## src/design/slms_pkg.sv

```systemverilog
package slms_pkg;

    // item codes
    localparam logic MODE_WRITE = 1'b0;
    localparam logic MODE_TICK  = 1'b1;

    // configuration register indexes
    typedef enum logic [1:0] {
        REG_SCROLL_LENGTH,
        REG_SHOW_WIDTH,
        REG_FRAMES_PER_STEP,
        REG_HOLD_TICKS
    } reg_index_t;

    localparam int CFG_DATA_W = 16;

    // reset values of the registers
    localparam logic [6:0]  SCROLL_LENGTH_RST   = 7'd64;
    localparam logic [6:0]  SHOW_WIDTH_RST      = 7'd32;
    localparam logic [7:0]  FRAMES_PER_STEP_RST = 8'd40;
    localparam logic [15:0] HOLD_TICKS_RST      = 16'd1000;

    localparam logic [3:0] LAST_BIT = 4'd15;
    localparam logic [1:0] LAST_ROW = 2'd3;

    typedef struct packed {
        logic [6:0]  scroll_length;
        logic [6:0]  show_width;
        logic [7:0]  frames_per_step;
        logic [15:0] hold_ticks;
    } cfg_t;

    // pin state of one tick, before the pixel bits are picked
    typedef struct packed {
        logic [1:0] row_address;
        logic       shift;
        logic [3:0] bit_idx;
        logic       shift_clock;
        logic       latch;
        logic       output_blank;
        logic       frame_end;
    } scan_out_t;

endpackage

```

## src/design/slms_scan_seq.sv

```systemverilog
module slms_scan_seq #(
    parameter int MAX_COLUMNS = 64
) (
    input  logic                           clk,
    input  logic                           rst_n,
    input  logic                           step,
    input  slms_pkg::cfg_t                 cfg,
    output logic [$clog2(MAX_COLUMNS)+1:0] rd_addr,
    output slms_pkg::scan_out_t            scan
);

    localparam int COL_W = $clog2(MAX_COLUMNS);

    typedef enum logic [2:0] {
        PH_ROW_START,
        PH_SHIFT_LOW,
        PH_SHIFT_HIGH,
        PH_LATCH_HIGH,
        PH_LATCH_LOW,
        PH_HOLD
    } phase_t;

    phase_t           phase_reg, phase_next;
    logic [1:0]       scan_row_reg, scan_row_next;
    logic [5:0]       shown_reg, shown_next;
    logic [COL_W-1:0] ptr_reg, ptr_next;
    logic [3:0]       bit_reg, bit_next;
    logic [15:0]      hold_reg, hold_next;
    logic [7:0]       fc_reg, fc_next;
    logic [COL_W-1:0] ss_reg, ss_next;

    logic [8:0]  loop_raw;
    logic [8:0]  loop_len;
    logic [8:0]  cols_per_row;
    logic [8:0]  fps;
    phase_t      cur_phase;
    logic [8:0]  cur_ptr;
    logic [5:0]  cur_shown;
    logic [3:0]  cur_bit;
    logic [15:0] cur_hold;
    logic [8:0]  eff_ptr;
    logic [8:0]  ptr_inc;
    logic [6:0]  shown_inc;
    logic [16:0] hold_inc;
    logic [8:0]  fc_inc;
    logic [8:0]  ss_inc;
    logic        end_row;

    // effective register values
    assign loop_raw = (cfg.scroll_length == 7'd0) ? 9'd1 : {2'b00, cfg.scroll_length};
    assign loop_len = (loop_raw > 9'(MAX_COLUMNS)) ? 9'(MAX_COLUMNS) : loop_raw;
    assign cols_per_row = ({2'b00, cfg.show_width} > 9'(MAX_COLUMNS)) ? 9'(MAX_COLUMNS)
                                                                     : {2'b00, cfg.show_width};
    assign fps      = (cfg.frames_per_step == 8'd0) ? 9'd1 : {1'b0, cfg.frames_per_step};

    always_comb
    begin
        // row start folds into the first tick of the row
        cur_phase = phase_reg;
        cur_ptr   = 9'(ptr_reg);
        cur_shown = shown_reg;
        cur_bit   = bit_reg;
        cur_hold  = hold_reg;
        if (phase_reg == PH_ROW_START)
        begin
            cur_ptr   = 9'(ss_reg);
            cur_shown = '0;
            cur_bit   = '0;
            cur_hold  = '0;
            cur_phase = (cols_per_row == 9'd0) ? PH_LATCH_HIGH : PH_SHIFT_LOW;
        end

        eff_ptr   = (cur_ptr >= loop_len) ? 9'd0 : cur_ptr;
        ptr_inc   = eff_ptr + 9'd1;
        shown_inc = {1'b0, cur_shown} + 7'd1;
        hold_inc  = {1'b0, cur_hold} + 17'd1;
        fc_inc    = {1'b0, fc_reg} + 9'd1;
        ss_inc    = 9'(ss_reg) + 9'd1;
        rd_addr   = {scan_row_reg, eff_ptr[COL_W-1:0]};

        phase_next    = cur_phase;
        ptr_next      = cur_ptr[COL_W-1:0];
        shown_next    = cur_shown;
        bit_next      = cur_bit;
        hold_next     = cur_hold;
        fc_next       = fc_reg;
        ss_next       = ss_reg;
        scan_row_next = scan_row_reg;
        end_row       = 1'b0;

        scan.row_address  = scan_row_reg;
        scan.shift        = 1'b0;
        scan.bit_idx      = cur_bit;
        scan.shift_clock  = 1'b0;
        scan.latch        = 1'b0;
        scan.output_blank = 1'b1;
        scan.frame_end    = 1'b0;

        unique case (cur_phase)
            PH_SHIFT_LOW, PH_SHIFT_HIGH:
            begin
                scan.shift = 1'b1;
                ptr_next   = eff_ptr[COL_W-1:0];
                if (cur_phase == PH_SHIFT_LOW)
                begin
                    phase_next = PH_SHIFT_HIGH;
                end
                else
                begin
                    scan.shift_clock = 1'b1;
                    if (cur_bit == slms_pkg::LAST_BIT)
                    begin
                        bit_next   = '0;
                        ptr_next   = (ptr_inc >= loop_len) ? '0 : ptr_inc[COL_W-1:0];
                        shown_next = shown_inc[5:0];
                        phase_next = ({2'b00, shown_inc} >= cols_per_row) ? PH_LATCH_HIGH
                                                                         : PH_SHIFT_LOW;
                    end
                    else
                    begin
                        bit_next   = cur_bit + 4'd1;
                        phase_next = PH_SHIFT_LOW;
                    end
                end
            end
            PH_LATCH_HIGH:
            begin
                scan.latch = 1'b1;
                phase_next = PH_LATCH_LOW;
            end
            PH_LATCH_LOW:
            begin
                hold_next = '0;
                if (cfg.hold_ticks == 16'd0)
                begin
                    end_row = 1'b1;
                end
                else
                begin
                    phase_next = PH_HOLD;
                end
            end
            PH_HOLD:
            begin
                scan.output_blank = 1'b0;
                if (hold_inc >= {1'b0, cfg.hold_ticks})
                begin
                    hold_next = '0;
                    end_row   = 1'b1;
                end
                else
                begin
                    hold_next = hold_inc[15:0];
                end
            end
            default:
            begin
                phase_next = cur_phase;
            end
        endcase

        if (end_row)
        begin
            if (scan_row_reg == slms_pkg::LAST_ROW)
            begin
                scan.frame_end = 1'b1;
                if (fc_inc >= fps)
                begin
                    fc_next = '0;
                    ss_next = (ss_inc >= loop_len) ? '0 : ss_inc[COL_W-1:0];
                end
                else
                begin
                    fc_next = fc_inc[7:0];
                end
            end
            scan_row_next = scan_row_reg + 2'd1;
            phase_next    = PH_ROW_START;
        end
    end

    always_ff @(posedge clk or negedge rst_n)
    begin
        if (!rst_n)
        begin
            phase_reg    <= PH_ROW_START;
            scan_row_reg <= '0;
            shown_reg    <= '0;
            ptr_reg      <= '0;
            bit_reg      <= '0;
            hold_reg     <= '0;
            fc_reg       <= '0;
            ss_reg       <= '0;
        end
        else if (step)
        begin
            phase_reg    <= phase_next;
            scan_row_reg <= scan_row_next;
            shown_reg    <= shown_next;
            ptr_reg      <= ptr_next;
            bit_reg      <= bit_next;
            hold_reg     <= hold_next;
            fc_reg       <= fc_next;
            ss_reg       <= ss_next;
        end
    end

endmodule

```

## config.mk

```make
export PLATFORM = sky130hd
export DESIGN_NAME = slms_scan_seq
export DESIGN_NICKNAME = d
export VERILOG_FILES = /design/src/design/slms_pkg.sv /design/src/design/slms_scan_seq.sv
export SDC_FILE = /design/constraint.sdc
export NUM_CORES = 1
export LEC_CHECK = 0
export BUFFER_PORTS_ARGS = -buffer_cell sky130_fd_sc_hd__buf_2
export CORE_UTILIZATION = 27
export CTS_CLUSTER_SIZE = 24
export DETAILED_ROUTE_END_ITERATION = 10
export SLEW_MARGIN = 20
export SYNTH_ARGS = -nofsm -noshare
export SYNTH_HDL_FRONTEND = slang
export SYNTH_SLANG_ARGS = --single-unit
```

## constraint.sdc

```tcl
create_clock -name clk -period 6.74 [get_ports clk]
set_input_delay 0.674 -clock clk [delete_from_list [all_inputs] [get_ports clk]]
set_output_delay 0.674 -clock clk [all_outputs]
set_load 0.02 [all_outputs]
```

==> reports/results.tsv <==
metric	value	unit
Vias per Instance	4.97	
TritonCTS clock tree	yes	
first-pass GRT wire length	20.2	mm
antenna violation net count after detailed routing	0	
kind of critical path	register to output port	
Clock Tree Root	sky130_fd_sc_hd__clkbuf_16	
via count of the first global-routing pass	4085	
clock insertion delay at the later pin of the skew report	0.30	ns
Hold Buf Count CTS	0	
Placed Area	5180	sq um
maximum buffer depth of the clock tree	2	
drt total wl	11.9	mm
number of instances in the synthesized netlist	566	
maximum operating frequency	179	MHz
count of flip-flops with a built-in enable after synthesis	0	
synth top area cells	sky130_fd_sc_hd__dfrtp_1 (27%), sky130_fd_sc_hd__ha_1 (15%), sky130_fd_sc_hd__nand2_1 (5.0%)	
cell count after placement	828	
number of storage elements in the synthesis netlist	51	
clk sink count	51	
status	complete, no violations	
overall overflow remaining after global route	0	
measured slew at the worst slew-check pin	0.766	ns
async set-reset flop share out of synthesis	100	%
number of warnings reported in the yosys synthesis log	0	
worst setup skew after layout	0.00557	ns
post_cts resized	0	
Total Routing Usage GR	13.9	%
flip-flop count of the largest register after layout	16	
final count of hold timing violations	0	
largest vdd supply drop	120	uV
RSZ-0062 raised after global routing	no	
Routability Congestion	0.809	
Clock H-tree levels	2	
power per cell area	218	nW/um^2
area fraction of the dominant cell type after synthesis	27.2	%
initial antenna violation count	0	
reg-to-reg critical path startpoint	phase_reg[1]	
worst setup slack after placement	1.22	ns
io pins	60	
via count	4155	
count of unresolved DRC violations after routing	0	
Wirelength per Cell	14.3	microns
final std cell area, no fill	5370	sq um
critical path startpoint	phase_reg[1]	
effective utilization at floorplan	28.0	%
initial detailed-routing violation count	201	
die area	17900	sq um
dominant cell by count in the synthesized netlist	sky130_fd_sc_hd__nand2_1	
Die Span Y	134	microns
number of buffers inserted to repair setup after CTS	0	
nets	714	
hold crit path type	register to register	
number of standard cells in the layout, taps in and fillers out	836	
most used standard cells in the synthesized netlist	sky130_fd_sc_hd__nand2_1 (62), sky130_fd_sc_hd__ha_1 (58), sky130_fd_sc_hd__dfrtp_1 (51), sky130_fd_sc_hd__nor2_1 (49), sky130_fd_sc_hd__inv_1 (39)	
final setup margin	1.16	ns
register clock-pin slew on the reported worst setup and hold paths	0.07	ns
crit path capture type	output port	
Netlist cell types	63	
share of final-layout standard cells stronger than drive strength 1	15.1	%
leading area contributor after synthesis	sky130_fd_sc_hd__dfrtp_1	
Critical Path AT	4.91	ns
share of the yosys chip area belonging to registers	27.2	%
Area Growth Syn to Fin	14.6	%
synthesized net count	665	
number of input and output port buffers inserted	59	
start point of the worst min-delay path	bit_reg[1]	
floorplan die width	134	microns
mean instance size in the synthesized netlist	8.28	sq um
total CTS buffers	5	
first-pass detailed-route iteration total	4	
antenna cell count	0	
register-to-register setup slack	1.21	ns
data required time of the worst path	6.07	ns
maximum number of pins on one net before global-route repair	52	
final worst path period share	82.8	%
area of the core	16800	sq um
leakage power	2.56	nW
top fanout value on the critical path	24	
total negative slack	0	ns
sort of element at the start of the critical path	register	
maximum capacitance violations	0	
worst relative slew slack	48.6	%
setup violation total in the final timing report	0	
min cycle time layout	5.58	ns
Synth Flop Type	sky130_fd_sc_hd__dfrtp_1	
total half-perimeter wirelength after legalization and detailed placement	9.18	mm
max-slew violation count	0	
post-synthesis cell area	4680	sq um
number of placement rows	47	
-- final cells by class --
class,instances,area [sq um]
fill,1782,11400
multi-input combinational,456,3160
sequential,51,1280
timing repair buffer,62,318
tap,220,275
inverter,39,146
clock buffer,5,125
clock inverter,3,67.6
-- power by group --
group / internal, W / leakage (nW) / switching (W)
logic: 0.000185 / 1.82 / 0.000267
clock network: 0.000213 / 0.0900 / 0.000122
registers: 0.000337 / 0.653 / 0.0000471
-- worst max-delay path, cell delays in order (launching register included) --
cell	delay, ns
sky130_fd_sc_hd__dfrtp_1	0.80
sky130_fd_sc_hd__or3_1	0.70
sky130_fd_sc_hd__and2_1	0.25
sky130_fd_sc_hd__ha_1	0.21
sky130_fd_sc_hd__nand3_1	0.09
sky130_fd_sc_hd__nor3_1	0.38
sky130_fd_sc_hd__nand3_1	0.14
sky130_fd_sc_hd__xor2_1	0.15
sky130_fd_sc_hd__nor2_1	0.07
sky130_fd_sc_hd__ha_1	0.31
sky130_fd_sc_hd__nand2_1	0.06
sky130_fd_sc_hd__o211a_1	0.24
sky130_fd_sc_hd__o2bb2ai_1	0.14
sky130_fd_sc_hd__a21oi_2	0.35
sky130_fd_sc_hd__o21ai_1	0.15
sky130_fd_sc_hd__a21boi_0	0.34
sky130_fd_sc_hd__buf_2	0.24
-- metrics by stage --
step / power [W] / hold WS (ns) / util (%)
after floorplan: 0.000717 / 0.378 / -
after global placement: 0.000837 / 0.481 / 30.9
after detailed placement: 0.000844 / 0.491 / 30.9
after CTS: 0.00118 / 0.505 / 32.0
after global routing: 0.00127 / 0.548 / 32.0
final: 0.00117 / 0.499 / 32.0
-- final timing paths --
path | end | depth (start not counted)
max in group asynchronous | hold_reg[0] | 2
min reg2reg | bit_reg[1] | 2
min in group asynchronous | ptr_reg[2] | 2
min | bit_reg[1] | 2
max reg2reg | ptr_reg[2] | 20
max | scan[0] | 16
-- layout by cell type, fill, tap and decap left out, types with 3 or more instances in the layout --
cell	instances
sky130_fd_sc_hd__nand2_1	62
sky130_fd_sc_hd__buf_2	59
sky130_fd_sc_hd__ha_1	58
sky130_fd_sc_hd__dfrtp_1	51
sky130_fd_sc_hd__nor2_1	49
sky130_fd_sc_hd__inv_1	39
sky130_fd_sc_hd__o21ai_0	33
sky130_fd_sc_hd__a21oi_1	33
sky130_fd_sc_hd__nand3_1	29
sky130_fd_sc_hd__xor2_1	18
sky130_fd_sc_hd__a22o_1	18
sky130_fd_sc_hd__nand4_1	12
sky130_fd_sc_hd__xnor2_1	11
sky130_fd_sc_hd__nor2b_1	11
sky130_fd_sc_hd__and2_1	10
sky130_fd_sc_hd__mux2i_1	9
sky130_fd_sc_hd__nand2b_1	8
sky130_fd_sc_hd__a31oi_1	7
sky130_fd_sc_hd__nor3_1	6
sky130_fd_sc_hd__and3_1	6
sky130_fd_sc_hd__nor4_1	6
sky130_fd_sc_hd__o21a_1	6
sky130_fd_sc_hd__and4_1	5
sky130_fd_sc_hd__mux2_2	5
sky130_fd_sc_hd__clkbuf_16	5
sky130_fd_sc_hd__a21o_1	4
sky130_fd_sc_hd__o31ai_1	4
sky130_fd_sc_hd__a21oi_2	3
sky130_fd_sc_hd__buf_4	3
-- per-layer routing --
layer / vias up / track usage [%] / routed length, microns
li1: 2121 / - / -
met1: 1969 / 18.9 / 5890
met2: 55 / 23.3 / 5630
met3: 10 / 2.02 / 294
met4: 0 / 3.16 / 131
met5: - / 0 / 0
-- cells by family after synthesis --
group | Yosys count | share of synthesized area (%)
AO/OA/AOI/OAI | 134 | 19.1
buffers and inverters | 59 | 5.29
XOR/XNOR | 29 | 5.42
adder cells (fa/ha/maj) | 58 | 15.5
flip-flops | 51 | 27.2
AND/OR/NAND/NOR | 220 | 24.1
multiplexers | 15 | 3.37
(Power assumes the default switching activity.)
